`config.mk`:
```
export PLATFORM = sky130hd
export DESIGN_NAME = wav_pcm_stream_player
export DESIGN_NICKNAME = d
export VERILOG_FILES = /design/src/hw/rtl/wpsp_pkg.sv /design/src/hw/rtl/wpsp_parser.sv /design/src/hw/rtl/wpsp_scaler.sv /design/src/hw/rtl/wpsp_queue.sv /design/src/hw/rtl/wpsp_sequencer.sv /design/src/hw/rtl/wav_pcm_stream_player.sv
export SDC_FILE = /design/constraint.sdc
export NUM_CORES = 2
export LEC_CHECK = 0
export BUFFER_PORTS_ARGS = -buffer_cell sky130_fd_sc_hd__buf_2
export CAP_MARGIN = 15
export CORE_UTILIZATION = 40
export DETAILED_ROUTE_END_ITERATION = 7
export SLEW_MARGIN = 15
export SYNTH_ARGS = -nofsm -noshare
export SYNTH_HDL_FRONTEND = slang
export SYNTH_SLANG_ARGS = --single-unit
```
`constraint.sdc`:
```
create_clock -name aclk -period 8 [get_ports aclk]
set_clock_uncertainty 0.15 [all_clocks]
set_input_delay 1.2 -clock aclk [delete_from_list [all_inputs] [get_ports aclk]]
set_output_delay 1.2 -clock aclk [all_outputs]
set_load 0.01 [all_outputs]
```
`src/hw/rtl/wpsp_pkg.sv`:
```
// ----------------------------------------------------------------------------
// wpsp_pkg - shared types and constants of the WAV PCM stream player
// Result codes, reject causes, the command passed from the parser to the
// result sequencer, and the fixed numbers of the RIFF/WAVE format.
// ----------------------------------------------------------------------------
package wpsp_pkg;

    // default depth of the command queue between front and back
    localparam int QUEUE_DEPTH_DEF = 8;

    // chunk tags, first file byte in the lowest bits
    localparam logic [31:0] TAG_RIFF = 32'h4646_4952;
    localparam logic [31:0] TAG_WAVE = 32'h4556_4157;
    localparam logic [31:0] TAG_FMT  = 32'h2074_6D66;
    localparam logic [31:0] TAG_DATA = 32'h6174_6164;

    localparam logic [31:0] RATE_44K     = 32'd44100;
    localparam logic [31:0] RATE_48K     = 32'd48000;
    localparam logic [31:0] FMT_BODY_LEN = 32'd16;
    localparam logic [15:0] BITS_16      = 16'd16;
    localparam logic [15:0] FMT_PCM      = 16'd1;
    localparam logic [15:0] CHANS_MONO   = 16'd1;
    localparam logic [15:0] CHANS_STEREO = 16'd2;
    localparam logic [6:0]  VOL_FULL     = 7'd100;
    localparam logic [6:0]  VOL_RESET    = 7'd100;

    // divide by 100: floor(2^22 / 100), one correction step afterwards
    localparam int          RECIP_SHIFT = 22;
    localparam logic [15:0] RECIP_100   = 16'd41943;
    localparam logic [22:0] DIVISOR_100 = 23'd100;

    // result kinds
    typedef enum logic [1:0] {
        EV_SAMPLE = 2'd0,
        EV_ACCEPT = 2'd1,
        EV_REJECT = 2'd2,
        EV_END    = 2'd3
    } event_t;

    // reject causes
    typedef enum logic [3:0] {
        CAUSE_NONE      = 4'd0,
        CAUSE_NOT_WAVE  = 4'd1,
        CAUSE_SHORT_FMT = 4'd2,
        CAUSE_NOT_PCM   = 4'd3,
        CAUSE_NO_FMT    = 4'd4,
        CAUSE_BITS      = 4'd5,
        CAUSE_CHANS     = 4'd6,
        CAUSE_RATE      = 4'd7,
        CAUSE_NO_DATA   = 4'd8
    } cause_t;

    // main result of one byte, ahead of the end-of-file results
    typedef enum logic [1:0] {
        MAIN_NONE   = 2'd0,
        MAIN_SAMPLE = 2'd1,
        MAIN_ACCEPT = 2'd2,
        MAIN_REJECT = 2'd3
    } main_t;

    // one command per byte that causes results
    typedef struct packed {
        main_t              main_kind;
        logic signed [15:0] sample;    // raw, then scaled
        logic               mono;      // sample goes out left and right
        logic               chan;      // channel of a stereo sample
        cause_t             cause;
        logic               r48;
        logic               st;
        logic               rej8;      // ended before data
        logic               ends;      // end of stream
    } cmd_t;

    // one result beat
    typedef struct packed {
        event_t             ev;
        logic signed [15:0] sample;
        logic               chan;
        cause_t             cause;
        logic               r48;
        logic               st;
        logic               last;
    } result_t;

endpackage

```
`src/hw/rtl/wpsp_parser.sv`:
```
// ----------------------------------------------------------------------------
// wpsp_parser - RIFF/WAVE header and chunk parser
// Takes one file byte per beat, walks the chunks, keeps the format fields and
// issues one command for every byte that causes results.
// ----------------------------------------------------------------------------
module wpsp_parser
    import wpsp_pkg::*;
(
    input  logic       aclk,
    input  logic       aresetn,
    input  logic       in_beat,
    input  logic [7:0] data_byte,
    input  logic       end_of_file,
    output logic       cmd_valid,
    output cmd_t       cmd
);

    typedef enum logic [2:0] {
        PH_RIFF,
        PH_CHDR,
        PH_FMT,
        PH_SKIP,
        PH_PLAY,
        PH_DRAIN
    } phase_t;

    phase_t      phase_reg, phase_next;
    logic [3:0]  pos_reg, pos_next;
    logic [31:0] tag_reg, tag_next;
    logic [31:0] len_reg, len_next;
    logic [15:0] fmt_tag_reg, fmt_tag_next;
    logic [15:0] chans_reg, chans_next;
    logic [31:0] rate_reg, rate_next;
    logic [15:0] bits_reg, bits_next;
    logic        seen_reg, seen_next;
    logic [7:0]  low_reg, low_next;
    logic        odd_reg, odd_next;
    logic        stereo_reg, stereo_next;

    logic [31:0] tag_shift;
    logic [31:0] len_fill;
    logic [31:0] len_dec;
    logic [31:0] len_rest;
    logic        rej;
    cause_t      rej_cause;
    logic        acc;

    // next-state and command logic
    always_comb begin
        phase_next   = phase_reg;
        pos_next     = pos_reg;
        tag_next     = tag_reg;
        len_next     = len_reg;
        fmt_tag_next = fmt_tag_reg;
        chans_next   = chans_reg;
        rate_next    = rate_reg;
        bits_next    = bits_reg;
        seen_next    = seen_reg;
        low_next     = low_reg;
        odd_next     = odd_reg;
        stereo_next  = stereo_reg;

        cmd.main_kind = MAIN_NONE;
        cmd.sample    = '0;
        cmd.mono      = 1'b0;
        cmd.chan      = 1'b0;
        cmd.cause     = CAUSE_NONE;
        cmd.r48       = 1'b0;
        cmd.st        = 1'b0;
        cmd.rej8      = 1'b0;
        cmd.ends      = 1'b0;

        rej       = 1'b0;
        rej_cause = CAUSE_NONE;
        acc       = 1'b0;

        tag_shift = {data_byte, tag_reg[31:8]};
        len_fill  = len_reg;
        len_fill[{pos_reg[1:0], 3'b000} +: 8] = data_byte;
        len_dec   = len_reg - 32'd1;
        len_rest  = len_reg - FMT_BODY_LEN;

        if (in_beat) begin
            unique case (phase_reg)
                // RIFF, size, WAVE
                PH_RIFF: begin
                    tag_next = tag_shift;
                    pos_next = pos_reg + 4'd1;
                    if (pos_reg == 4'd3 && tag_shift != TAG_RIFF) begin
                        rej       = 1'b1;
                        rej_cause = CAUSE_NOT_WAVE;
                    end else if (pos_reg == 4'd11) begin
                        if (tag_shift != TAG_WAVE) begin
                            rej       = 1'b1;
                            rej_cause = CAUSE_NOT_WAVE;
                        end else begin
                            phase_next = PH_CHDR;
                            pos_next   = '0;
                        end
                    end
                end
                // chunk tag and length
                PH_CHDR: begin
                    if (pos_reg < 4'd4) begin
                        tag_next = tag_shift;
                    end else begin
                        len_next = len_fill;
                    end
                    pos_next = pos_reg + 4'd1;
                    if (pos_reg == 4'd7) begin
                        pos_next = '0;
                        if (tag_reg == TAG_FMT) begin
                            if (len_fill < FMT_BODY_LEN) begin
                                rej       = 1'b1;
                                rej_cause = CAUSE_SHORT_FMT;
                            end else begin
                                phase_next = PH_FMT;
                            end
                        end else if (tag_reg == TAG_DATA) begin
                            if (!seen_reg) begin
                                rej       = 1'b1;
                                rej_cause = CAUSE_NO_FMT;
                            end else if (bits_reg != BITS_16) begin
                                rej       = 1'b1;
                                rej_cause = CAUSE_BITS;
                            end else if (chans_reg != CHANS_MONO &&
                                         chans_reg != CHANS_STEREO) begin
                                rej       = 1'b1;
                                rej_cause = CAUSE_CHANS;
                            end else if (rate_reg != RATE_44K && rate_reg != RATE_48K) begin
                                rej       = 1'b1;
                                rej_cause = CAUSE_RATE;
                            end else begin
                                acc         = 1'b1;
                                stereo_next = (chans_reg == CHANS_STEREO);
                                odd_next    = 1'b0;
                                phase_next  = PH_PLAY;
                            end
                        end else begin
                            phase_next = (len_fill == '0) ? PH_CHDR : PH_SKIP;
                        end
                    end
                end
                // first 16 bytes of the fmt body
                PH_FMT: begin
                    unique case (pos_reg)
                        4'd0:  fmt_tag_next[7:0]  = data_byte;
                        4'd1:  fmt_tag_next[15:8] = data_byte;
                        4'd2:  chans_next[7:0]    = data_byte;
                        4'd3:  chans_next[15:8]   = data_byte;
                        4'd4, 4'd5, 4'd6, 4'd7:
                               rate_next[{pos_reg[1:0], 3'b000} +: 8] = data_byte;
                        4'd14: bits_next[7:0]     = data_byte;
                        4'd15: bits_next[15:8]    = data_byte;
                        default: ;
                    endcase
                    pos_next = pos_reg + 4'd1;
                    if (pos_reg == 4'd15) begin
                        pos_next = '0;
                        if (fmt_tag_reg != FMT_PCM) begin
                            rej       = 1'b1;
                            rej_cause = CAUSE_NOT_PCM;
                        end else begin
                            seen_next  = 1'b1;
                            len_next   = len_rest;
                            phase_next = (len_rest == '0) ? PH_CHDR : PH_SKIP;
                        end
                    end
                end
                // rest of a chunk
                PH_SKIP: begin
                    len_next = len_dec;
                    if (len_dec == '0) begin
                        phase_next = PH_CHDR;
                        pos_next   = '0;
                    end
                end
                // sample bytes, low byte first
                PH_PLAY: begin
                    if (!odd_reg) begin
                        low_next = data_byte;
                        odd_next = 1'b1;
                    end else begin
                        odd_next      = 1'b0;
                        cmd.main_kind = MAIN_SAMPLE;
                        cmd.sample    = {data_byte, low_reg};
                        cmd.mono      = !stereo_reg;
                        cmd.chan      = stereo_reg & pos_reg[0];
                        if (stereo_reg) begin
                            pos_next = pos_reg + 4'd1;
                        end
                    end
                end
                PH_DRAIN: ;
                default: ;
            endcase

            if (rej) begin
                phase_next    = PH_DRAIN;
                cmd.main_kind = MAIN_REJECT;
                cmd.cause     = rej_cause;
            end
            if (acc) begin
                cmd.main_kind = MAIN_ACCEPT;
                cmd.r48       = (rate_reg == RATE_48K);
                cmd.st        = (chans_reg == CHANS_STEREO);
            end

            // end of file: close the stream and start over
            if (end_of_file) begin
                cmd.rej8     = (phase_next != PH_PLAY) && (phase_next != PH_DRAIN);
                cmd.ends     = 1'b1;
                phase_next   = PH_RIFF;
                pos_next     = '0;
                tag_next     = '0;
                len_next     = '0;
                fmt_tag_next = '0;
                chans_next   = '0;
                rate_next    = '0;
                bits_next    = '0;
                seen_next    = 1'b0;
                low_next     = '0;
                odd_next     = 1'b0;
                stereo_next  = 1'b0;
            end
        end

        cmd_valid = in_beat && ((cmd.main_kind != MAIN_NONE) || end_of_file);
    end

    // parser state
    always_ff @(posedge aclk) begin
        if (!aresetn) begin
            phase_reg   <= PH_RIFF;
            pos_reg     <= '0;
            tag_reg     <= '0;
            len_reg     <= '0;
            fmt_tag_reg <= '0;
            chans_reg   <= '0;
            rate_reg    <= '0;
            bits_reg    <= '0;
            seen_reg    <= 1'b0;
            low_reg     <= '0;
            odd_reg     <= 1'b0;
            stereo_reg  <= 1'b0;
        end else begin
            phase_reg   <= phase_next;
            pos_reg     <= pos_next;
            tag_reg     <= tag_next;
            len_reg     <= len_next;
            fmt_tag_reg <= fmt_tag_next;
            chans_reg   <= chans_next;
            rate_reg    <= rate_next;
            bits_reg    <= bits_next;
            seen_reg    <= seen_next;
            low_reg     <= low_next;
            odd_reg     <= odd_next;
            stereo_reg  <= stereo_next;
        end
    end

endmodule

```
`src/hw/rtl/wpsp_scaler.sv`:
```
// ----------------------------------------------------------------------------
// wpsp_scaler - three-stage volume scaler
// Multiplies the sample by the clamped volume and divides by 100 toward zero
// through a reciprocal multiply and one correction. Never stalls.
// ----------------------------------------------------------------------------
module wpsp_scaler
    import wpsp_pkg::*;
(
    input  logic       aclk,
    input  logic       aresetn,
    input  logic       in_valid,
    input  cmd_t       in_cmd,
    input  logic [6:0] volume,
    output logic       out_valid,
    output cmd_t       out_cmd,
    output logic [1:0] inflight
);

    logic               s1_valid_reg, s2_valid_reg, s3_valid_reg;
    cmd_t               s1_cmd_reg, s2_cmd_reg, s3_cmd_reg;
    logic signed [22:0] s1_prod_reg, s1_prod_next;
    logic [21:0]        s2_mag_reg, s2_mag_next;
    logic               s2_neg_reg;
    logic [37:0]        s2_mr_reg, s2_mr_next;
    cmd_t               s3_cmd_next;

    logic [6:0]         vol_eff;
    logic signed [7:0]  vol_s;
    logic signed [22:0] prod_abs;
    logic [15:0]        q0;
    logic [22:0]        rem;
    logic [15:0]        q;

    // stage 1: sample times volume
    always_comb begin
        vol_eff      = (volume > VOL_FULL) ? VOL_FULL : volume;
        vol_s        = signed'({1'b0, vol_eff});
        s1_prod_next = 23'(in_cmd.sample) * 23'(vol_s);
    end

    // stage 2: magnitude times reciprocal of 100
    always_comb begin
        prod_abs    = s1_prod_reg[22] ? -s1_prod_reg : s1_prod_reg;
        s2_mag_next = prod_abs[21:0];
        s2_mr_next  = 38'(s2_mag_next) * 38'(RECIP_100);
    end

    // stage 3: correct the quotient and restore the sign
    always_comb begin
        q0  = s2_mr_reg[RECIP_SHIFT +: 16];
        rem = 23'(s2_mag_reg) - 23'(q0) * DIVISOR_100;
        q   = q0 + ((rem >= DIVISOR_100) ? 16'd1 : 16'd0);
        s3_cmd_next = s2_cmd_reg;
        s3_cmd_next.sample = s2_neg_reg ? -signed'(q) : signed'(q);
    end

    // stage valids
    always_ff @(posedge aclk) begin
        if (!aresetn) begin
            s1_valid_reg <= 1'b0;
            s2_valid_reg <= 1'b0;
            s3_valid_reg <= 1'b0;
        end else begin
            s1_valid_reg <= in_valid;
            s2_valid_reg <= s1_valid_reg;
            s3_valid_reg <= s2_valid_reg;
        end
    end

    // stage payload
    always_ff @(posedge aclk) begin
        s1_cmd_reg  <= in_cmd;
        s1_prod_reg <= s1_prod_next;
        s2_cmd_reg  <= s1_cmd_reg;
        s2_mag_reg  <= s2_mag_next;
        s2_neg_reg  <= s1_prod_reg[22];
        s2_mr_reg   <= s2_mr_next;
        s3_cmd_reg  <= s3_cmd_next;
    end

    assign out_valid = s3_valid_reg;
    assign out_cmd   = s3_cmd_reg;
    assign inflight  = 2'({1'b0, s1_valid_reg}) + 2'({1'b0, s2_valid_reg})
                     + 2'({1'b0, s3_valid_reg});

endmodule

```
`src/hw/rtl/wpsp_queue.sv`:
```
// ----------------------------------------------------------------------------
// wpsp_queue - command queue between the front and the back
// Small circular buffer of commands; the head is presented directly.
// ----------------------------------------------------------------------------
module wpsp_queue
    import wpsp_pkg::*;
#(
    parameter int DEPTH = QUEUE_DEPTH_DEF,
    parameter int CW    = $clog2(DEPTH + 1)
) (
    input  logic          aclk,
    input  logic          aresetn,
    input  logic          push,
    input  cmd_t          push_cmd,
    input  logic          pop,
    output cmd_t          head,
    output logic          head_valid,
    output logic [CW-1:0] count
);

    localparam int PW = (DEPTH > 1) ? $clog2(DEPTH) : 1;
    localparam logic [PW-1:0] LAST_IDX = PW'(DEPTH - 1);

    cmd_t          slot_reg [DEPTH];
    logic [PW-1:0] wr_ptr_reg, rd_ptr_reg;
    logic [CW-1:0] count_reg;

    // pointers and fill level
    always_ff @(posedge aclk) begin
        if (!aresetn) begin
            wr_ptr_reg <= '0;
            rd_ptr_reg <= '0;
            count_reg  <= '0;
        end else begin
            if (push) begin
                wr_ptr_reg <= (wr_ptr_reg == LAST_IDX) ? '0 : wr_ptr_reg + PW'(1);
            end
            if (pop) begin
                rd_ptr_reg <= (rd_ptr_reg == LAST_IDX) ? '0 : rd_ptr_reg + PW'(1);
            end
            if (push && !pop) begin
                count_reg <= count_reg + CW'(1);
            end else if (pop && !push) begin
                count_reg <= count_reg - CW'(1);
            end
        end
    end

    // storage
    always_ff @(posedge aclk) begin
        if (push) begin
            slot_reg[wr_ptr_reg] <= push_cmd;
        end
    end

    assign head       = slot_reg[rd_ptr_reg];
    assign head_valid = (count_reg != '0);
    assign count      = count_reg;

endmodule

```
`src/hw/rtl/wpsp_sequencer.sv`:
```
// ----------------------------------------------------------------------------
// wpsp_sequencer - result sequencer and output register
// Expands the head command into its result beats, one per cycle while the
// receiver is ready, and pops the command with its last beat.
// ----------------------------------------------------------------------------
module wpsp_sequencer
    import wpsp_pkg::*;
(
    input  logic    aclk,
    input  logic    aresetn,
    input  cmd_t    head,
    input  logic    head_valid,
    output logic    pop,
    output logic    res_valid,
    output result_t res,
    input  logic    res_ready
);

    // result slots of one command, in output order
    localparam int SLOT_MAIN = 0;
    localparam int SLOT_MONO = 1;
    localparam int SLOT_REJ8 = 2;
    localparam int SLOT_END  = 3;

    logic [3:0] done_reg, done_next;
    logic       valid_reg;
    result_t    res_reg, res_next;

    logic [3:0] present;
    logic [3:0] pending;
    logic [3:0] sel;
    logic       last;
    logic       out_free;
    logic       fire;

    always_comb begin
        present[SLOT_MAIN] = (head.main_kind != MAIN_NONE);
        present[SLOT_MONO] = (head.main_kind == MAIN_SAMPLE) && head.mono;
        present[SLOT_REJ8] = head.rej8;
        present[SLOT_END]  = head.ends;
        pending = present & ~done_reg;

        // earliest pending slot
        priority if (pending[SLOT_MAIN]) sel = 4'b0001;
        else if (pending[SLOT_MONO])     sel = 4'b0010;
        else if (pending[SLOT_REJ8])     sel = 4'b0100;
        else                             sel = 4'b1000;

        last     = ((pending & ~sel) == '0);
        out_free = !valid_reg || res_ready;
        fire     = head_valid && out_free;
        pop      = fire && last;
        done_next = done_reg;
        if (fire) begin
            done_next = last ? '0 : (done_reg | sel);
        end

        // result fields of the chosen slot
        res_next.ev     = EV_SAMPLE;
        res_next.sample = '0;
        res_next.chan   = 1'b0;
        res_next.cause  = CAUSE_NONE;
        res_next.r48    = 1'b0;
        res_next.st     = 1'b0;
        res_next.last   = last;
        unique case (1'b1)
            sel[SLOT_MAIN]: begin
                unique case (head.main_kind)
                    MAIN_SAMPLE: begin
                        res_next.sample = head.sample;
                        res_next.chan   = head.chan;
                    end
                    MAIN_ACCEPT: begin
                        res_next.ev  = EV_ACCEPT;
                        res_next.r48 = head.r48;
                        res_next.st  = head.st;
                    end
                    MAIN_REJECT: begin
                        res_next.ev    = EV_REJECT;
                        res_next.cause = head.cause;
                    end
                    default: ;
                endcase
            end
            sel[SLOT_MONO]: begin
                res_next.sample = head.sample;
                res_next.chan   = 1'b1;
            end
            sel[SLOT_REJ8]: begin
                res_next.ev    = EV_REJECT;
                res_next.cause = CAUSE_NO_DATA;
            end
            default: begin
                res_next.ev = EV_END;
            end
        endcase
    end

    // control state
    always_ff @(posedge aclk) begin
        if (!aresetn) begin
            done_reg  <= '0;
            valid_reg <= 1'b0;
        end else begin
            done_reg <= done_next;
            if (out_free) begin
                valid_reg <= head_valid;
            end
        end
    end

    // output beat
    always_ff @(posedge aclk) begin
        if (fire) begin
            res_reg <= res_next;
        end
    end

    assign res_valid = valid_reg;
    assign res       = res_reg;

endmodule

```
`src/hw/rtl/wav_pcm_stream_player.sv`:
```
// Path: a result beat passes the three scaler stages, the queue and the output
// register after the byte that causes it. Throughput: one byte per cycle while
// s_tready is high; a byte with several results holds the output longer, which
// the command queue absorbs (QUEUE_DEPTH commands, counting the scaler stages).
// Reset: aresetn low, synchronous, clears parser, scaler, queue and output;
// volume returns to 100.
// ----------------------------------------------------------------------------
// wav_pcm_stream_player - WAV file parser and PCM16 volume scaler
// Front: parser and scaler issue commands into a queue. Back: the sequencer
// turns each command into result beats.
// ----------------------------------------------------------------------------
module wav_pcm_stream_player
    import wpsp_pkg::*;
#(
    parameter int QUEUE_DEPTH = QUEUE_DEPTH_DEF
) (
    input  logic        aclk,
    input  logic        aresetn,
    // input byte stream
    input  logic        s_tvalid,
    output logic        s_tready,
    input  logic [7:0]  s_tdata,   // [7:0] data_byte
    input  logic        s_tlast,   // end_of_file
    // result stream
    output logic        m_tvalid,
    input  logic        m_tready,
    output logic [23:0] m_tdata,   // [15:0] sample_value, [16] channel,
                                   // [20:17] reject_cause, [21] rate_is_48k,
                                   // [22] source_stereo, [23] zero
    output logic [1:0]  m_tuser,   // [1:0] event_res
    output logic        m_tlast,   // run_last
    // volume register write
    input  logic        cfg_valid,
    output logic        cfg_ready,
    input  logic [6:0]  cfg_data   // [6:0] volume_percent
);

    localparam int CW = $clog2(QUEUE_DEPTH + 1);
    localparam int SW = CW + 1;

    logic [6:0]    vol_reg;
    logic          in_beat;
    logic          cmd_valid;
    cmd_t          cmd;
    logic          q_push;
    cmd_t          q_push_cmd;
    logic [1:0]    inflight;
    cmd_t          q_head;
    logic          q_head_valid;
    logic          q_pop;
    logic [CW-1:0] q_count;
    logic [SW-1:0] occupancy;
    result_t       res;
    logic          res_valid;

    // volume register
    always_ff @(posedge aclk) begin
        if (!aresetn) begin
            vol_reg <= VOL_RESET;
        end else if (cfg_valid) begin
            vol_reg <= cfg_data;
        end
    end
    assign cfg_ready = 1'b1;

    // take a byte only when its command is sure of a queue slot
    assign occupancy = SW'(q_count) + SW'(inflight);
    assign s_tready  = (occupancy < SW'(QUEUE_DEPTH));
    assign in_beat   = s_tvalid && s_tready;

    wpsp_parser u_parser (
        .aclk        (aclk),
        .aresetn     (aresetn),
        .in_beat     (in_beat),
        .data_byte   (s_tdata),
        .end_of_file (s_tlast),
        .cmd_valid   (cmd_valid),
        .cmd         (cmd)
    );

    wpsp_scaler u_scaler (
        .aclk      (aclk),
        .aresetn   (aresetn),
        .in_valid  (cmd_valid),
        .in_cmd    (cmd),
        .volume    (vol_reg),
        .out_valid (q_push),
        .out_cmd   (q_push_cmd),
        .inflight  (inflight)
    );

    wpsp_queue #(
        .DEPTH (QUEUE_DEPTH),
        .CW    (CW)
    ) u_queue (
        .aclk       (aclk),
        .aresetn    (aresetn),
        .push       (q_push),
        .push_cmd   (q_push_cmd),
        .pop        (q_pop),
        .head       (q_head),
        .head_valid (q_head_valid),
        .count      (q_count)
    );

    wpsp_sequencer u_sequencer (
        .aclk       (aclk),
        .aresetn    (aresetn),
        .head       (q_head),
        .head_valid (q_head_valid),
        .pop        (q_pop),
        .res_valid  (res_valid),
        .res        (res),
        .res_ready  (m_tready)
    );

    // result beat onto the port
    assign m_tvalid = res_valid;
    assign m_tdata  = {1'b0, res.st, res.r48, res.cause, res.chan, res.sample};
    assign m_tuser  = res.ev;
    assign m_tlast  = res.last;

`ifndef NO_ASSERTIONS
    // the scaler never delivers into a full queue
    a_push_room: assert property (@(posedge aclk) disable iff (!aresetn)
        q_push |-> (q_count < CW'(QUEUE_DEPTH)))
        else $error("command pushed into a full queue");

    // the sequencer only pops a held command
    a_pop_held: assert property (@(posedge aclk) disable iff (!aresetn)
        q_pop |-> (q_count != '0))
        else $error("command popped from an empty queue");

    // end of stream is always the final beat of its byte
    a_end_last: assert property (@(posedge aclk) disable iff (!aresetn)
        (m_tvalid && (m_tuser == EV_END)) |-> m_tlast)
        else $error("end-of-stream beat without tlast");
`endif

endmodule

```
======== Yosys cells after proc, flatten, opt, wreduce, memory -nomap -nowiden ========
Memory sizes are Yosys's and may differ from the RTL's. A register that Yosys moved wholly into a read port is not among the register bits.
Cells that the tools add are included.
word-level totals
  output and inout port bits .............. 30
  word-level logic and storage cells ...... 358
  input port bits ......................... 21
  memories ................................ 1
  register bits after elaboration ......... 349
  RAM bits ................................ 224
memory list
  name              words  bits a word  read ports  clocked after Yosys merged registers in  write ports  RTL line          text
  u_queue.slot_reg  8      28           1           1                                        1            wpsp_queue.sv:24  cmd_t slot_reg [DEPTH];
operators by class
  bitwise gates (word level) .............. 6
  shifts and indexed selects .............. 2
  multiply operators ...................... 3
  reductions and logical operators ........ 64
  $add $sub $neg .......................... 15
  muxes and demuxes ....................... 149
  equality and inequality tests ........... 53
  magnitude comparators ................... 5
operators with widths
  cell                                                                      count
  32-bit two-way mux                                                        9
  16-bit two-way mux                                                        7
  4-bit two-way mux                                                         26
  32-bit logical NOT                                                        3
  32-bit case mux with 3 select lines                                       1
  8-bit two-way mux                                                         9
  3-bit two-way mux                                                         22
  32-bit bitwise mux                                                        2
  32-bit by 16-bit != test with 1-bit output (second input constant)        2
  32-bit by 31-bit != test with 1-bit output (second input constant)        2
  32-bit case mux with 2 select lines                                       1
  1-bit two-way mux                                                         49
  22-bit by 16-bit multiplier with 38-bit output (second input constant)    1
  17-bit case mux with 2 select lines                                       1
  32-bit by 16-bit equality test with 1-bit output (second input constant)  1
  32-bit by 30-bit equality test with 1-bit output (second input constant)  1
  32-bit by 31-bit equality test with 1-bit output (second input constant)  1
  32-bit by 5-bit < comparator with 1-bit output (second input constant)    1
  16-bit by 1-bit != test with 1-bit output (second input constant)         2
  2-bit nonzero test                                                        16
  8-bit by 7-bit variable shift with 32-bit output (first input constant)   1
  8-bit by 7-bit indexed part select with 32-bit output                     1
  32-bit by 1-bit subtractor with 32-bit output (second input constant)     1
  32-bit by 5-bit subtractor with 32-bit output (second input constant)     1
  65 further kinds                                                          136

======== Logic depth before layout (Yosys ltp) ========
  depth after elaboration ................. 20
  gate-level depth with buffers ........... 35
  gate-level depth less buffers ........... 35

======== Cells and area by module ========
From an unflattened synthesis, not the netlist that was laid out.
unflattened totals
  cells, all modules ...................... 3571
  area, all modules ....................... 37399.6 um^2
modules (own cells, without submodules)
  module                 instances  sequential area each (um^2)  cells each  area an instance (um^2)
  wpsp_scaler            1          2302.2                       1721        16676.0
  wpsp_parser            1          3243.1                       1329        10048.4
  wpsp_queue             1          6986.7                       396         9081.2
  wpsp_sequencer         1          880.8                        94          1276.2
  wav_pcm_stream_player  1          140.1                        31          317.8

======== Least setup slack after synthesis ========
Ideal clock, no wire load.
  path type ............................... reg2reg
  from .................................... reg u_scaler.s1_prod_reg[0]
  to ...................................... reg u_scaler.s2_mr_reg[37]
  stages on the path, launching flop included .. 30
  library setup time ...................... 0.120 ns
  path slack .............................. 0.762 ns
  data required time ...................... 7.730 ns
  period minus slack after synthesis ...... 7.238 ns
  buffers on the path ..................... 0
  arrival time ............................ 6.968 ns
  cells stage by stage .................... dfxtp_1 > inv_1 > nand2_1 > or4_1 > or2_2 > o41ai_1 > xnor2_1 > inv_1 > fa_1 > inv_1 > ha_1 > inv_1 > fa_1 > inv_1 > fa_1 > inv_1 > fa_1 > inv_1 > fa_1 > ha_1 > nor4_1 > a21oi_1 > a32oi_1 > o21ai_0 > a21oi_1 > o21ai_0 > a211oi_1 > o21bai_1 > a21oi_1 > xnor2_1
on the way
  word-level cells in the longest chain between the ends .. 3
ends and longest elaborated chain
  item                                            RTL line           text
  from (decl)                                     wpsp_scaler.sv:21  logic signed [22:0] s1_prod_reg, s1_prod_next;
  from (signal assigned)                          wpsp_scaler.sv:73  s1_prod_reg <= s1_prod_next;
  22-bit negation                                 wpsp_scaler.sv:43  prod_abs = s1_prod_reg[22] ? -s1_prod_reg : s1_prod_reg;
  22-bit two-way mux                              wpsp_scaler.sv:43
  via u_scaler.prod_abs[9]                        wpsp_scaler.sv:29  logic signed [22:0] prod_abs;
  22-bit by 16-bit multiplier with 38-bit output  wpsp_scaler.sv:45  s2_mr_next = 38'(s2_mag_next) * 38'(RECIP_100);
  via u_scaler.s2_mr_next[37]                     wpsp_scaler.sv:24  logic [37:0] s2_mr_reg, s2_mr_next;
  to (signal assigned)                            wpsp_scaler.sv:77  s2_mr_reg <= s2_mr_next;
  to (decl)                                       wpsp_scaler.sv:24
The timed path passes the listed nets, and every way through them passes these cells.
A chain may end at the register's enable or synchronous reset.

======== Final worst setup path ========
  from .................................... reg u_scaler.s1_prod_reg[2]
  to ...................................... reg u_scaler.s2_mr_reg[37]
Same word-level chain as after synthesis.

==> out/qor.csv <==
stage,metric,value,unit
status,status,"finished, violations left",
status,failed_checks,DRC,
finish,area_delta_synth_final,10.5,%
power,p_leak,17.3,nW
timing,layout_worst_path_cycle_share,94.0,%
worst_setup_path,reg2reg_depth,26,
routing,routedWlPerCell,18.2,microns
routing,wirelength,83.0,mm
finish,stdcell_count,4566,
timing,worstMarginPinSlew,1150,ps
global_route,grt.total_usage,18.5,%
synth,synth.area.top_cells,"edfxtp_1, dfxtp_1, fa_1, ha_1, inv_1",
synth,synthFlopType,dfxtp_1,
timing,hold_viol,0,
place,place_congestion,0.878,
synth,yosysWarnings,0,
synth,post-synth-top-count-cell,inv_1,
worst_setup_path,endpoint_kind,flop,
place,portBuffers,48,
timing,tns,0,ps
clock_tree,hold_buffers,0,
routing,drc,10,
worst_setup_path,max_stage_delay,570,ps
timing,fmax,0.133,GHz
place,hpwl,59.3,mm
worst_setup_path,critPathRequiredTime,8370,ps
clock_tree,cts_tree,yes,
finish,drive_gt1_share,9.38,%
clock_tree,cts-htree-levels,2,
routing,drtAntennaViolNets,0,
worst_setup_path,crit_type,flop to flop,
global_route,grt_max_degree,184,
clock_tree,cts_sinks,541,
synth,yosysUniqueCellTypes,89,
synth,synth_fp_nets,3932,
place,placed_cells,4458,
timing,hold_ws,175,ps
clock_tree,cts_buffer_depth,3,
synth,synth-edff-count,242,
synth,synth.avg_cell_area,10.7,sq um
floorplanning,die_area,90700,sq um
routing,first_pass_iters,8,
timing,post-route-min-period,7520,ps
floorplanning,start_util,40.5,%
routing,vias_per_cell,5.30,
worst_setup_path,crit_slowest_cell,or4_1,
floorplanning,rows,109,
worst_setup_path,crit_arrival,7890,ps
clock_tree,path_clk_slew,60,ps
timing,drv_slew,0,
routing,route.vias.total,24206,
global_route,antenna_found_initial,0,
power,ir_drop,0.181,mV
routing,dr.first_iter.drc_count,1681,
min_path,whs_endpoint,u_scaler.out_cmd[0]$_DFF_P_,
worst_setup_path,cp_num_buf_inv,3,
floorplanning,coreArea,88500,sq um
min_path,worstHoldPathType,flop to flop,
synth,syn_area,35800,sq um
worst_setup_path,cp_top_family,adder cells,
job,max-cap-violations,0,
worst_setup_path,start_kind,flop,
synth,synth_top_area_share,20.3,%
worst_setup_path,reg2reg_setup_slack,480,ps
global_route,grt_pass1_vias,24226,
timing,rsz0062_at_grt,no,
synth,synth-async-reset-ratio,0,%
synth,syn_inst,3345,
finish,antenna_cells,0,
worst_setup_path,cpMostUsedCell,fa_1,
worst_setup_path,r2r-end,u_scaler.s2_mr_reg[37]$_DFF_P_,
worst_setup_path,r2r_start,u_scaler.s1_prod_reg[2]$_DFF_P_,
timing,setup_viol,0,
synth,yosysTopAreaCell,edfxtp_1,
min_path,hold_start,u_scaler.s2_cmd_reg[0]$_DFF_P_,
min_path,hold_depth,0,
power,finalPower,0.00724,W
synth,ys_ff_latch,541,
power,power_density,183,nW/um^2
global_route,grt_pass1_wl,134,mm
finish,largest_register_ffs,216,
global_route,overflow,0,
floorplanning,die_h,301,microns
floorplanning,top_level_ports,51,
timing,slew_headroom,23.4,%
floorplanning,fp.dieW,301,microns
clock_tree,cts-root-buf,clkbuf_16,
worst_setup_path,worstPathMaxFanout,4,
clock_tree,cts_inserted_buffers,57,
synth,synthTopCellsByCount,"inv_1, ha_1, dfxtp_1",
synth,seq_area_frac_synth,37.0,%
finish,num-nets-final,3940,
clock_tree,worstSkewPairLatency,640,ps
kinds of logic after synthesis:
| kind of cell | synth area share [%] |
|---|---|
| AOI/OAI and AO/OA | 9.35 |
| muxes | 5.91 |
| adders and majority gates | 24.9 |
| other | 0.0210 |
| xor gates and xnor gates | 3.35 |
| buffers and inverters | 5.69 |
| and+or+nand+nor | 13.7 |
| DFF | 37.0 |
layer usage:
metal	vias up	global-route usage, %	share of wire [%]
li1	11674	-	-
met1	11887	26.6	47
met2	535	29.4	46
met3	110	2.64	4.9
met4	0	4.33	2.0
met5	-	0	0
final cells by class:
| type | instances | area [sq um] |
|---|---|---|
| fill | 8260 | 49000 |
| multi-input combinational | 2273 | 20700 |
| sequential | 541 | 13300 |
| clock buffer | 84 | 1640 |
| tap | 1165 | 1460 |
| inverter | 376 | 1410 |
| timing repair buffer | 104 | 676 |
| clock inverter | 23 | 428 |
metrics by stage:
step                utilization (%)  instance area (sq um)  setup slack (ps)
finish                         44.7                  39600               484
global route                   44.7                  39600              28.8
CTS                            44.6                  39500               139
detailed placement             42.3                  37400               180
global placement               42.3                  37400               407
floorplan                         -                  35800               762
what timing repair did:
action | in CTS | in global routing
buffers inserted | 0 | 1
setup endpoints to repair | 0 | 16
resized for setup | 0 | 21
report_power, final:
| group | leakage [nW] | internal [W] | switching, W |
|---|---|---|---|
| registers | 4.75 | 0.00306 | 0.000119 |
| logic | 11.5 | 0.000513 | 0.000697 |
| clock network | 1.01 | 0.00172 | 0.00114 |
how the worst max path moves through the flow:
stage | cells after the start | from | end
floorplan | 29 | u_scaler.s1_prod_reg[0]$_DFF_P_ | u_scaler.s2_mr_reg[37]$_DFF_P_
global placement | 26 | u_scaler.s1_prod_reg[2]$_DFF_P_ | u_scaler.s2_mr_reg[37]$_DFF_P_
detailed placement | 32 | u_scaler.s2_mr_reg[24]$_DFF_P_ | u_scaler.out_cmd[25]$_DFF_P_
CTS | 32 | u_scaler.s2_mr_reg[24]$_DFF_P_ | u_scaler.out_cmd[25]$_DFF_P_
global route | 32 | u_scaler.s2_mr_reg[24]$_DFF_P_ | u_scaler.out_cmd[25]$_DFF_P_
finish | 26 | u_scaler.s1_prod_reg[2]$_DFF_P_ | u_scaler.s2_mr_reg[37]$_DFF_P_
placed cells by master, fill, tap and decap left out, types with 18 or more instances in the layout:
cell type,n
nand3_1,98
buf_2,47
a21boi_0,52
dfxtp_1,292
nand2_1,189
a31oi_1,18
a21oi_1,91
nor4_1,32
and2_1,51
nor2b_1,128
o21ai_0,108
inv_1,373
or3_1,20
buf_4,56
and3_1,65
nand4_1,24
edfxtp_1,242
clkbuf_16,58
xnor2_1,88
xor2_1,47
mux4_2,54
a22oi_1,56
nand2b_1,24
fa_1,245
ha_1,320
nor2_1,154
mux2i_1,90
a21o_1,19
nor3_1,52
No activity file was read; power rests on OpenSTA's default activity.
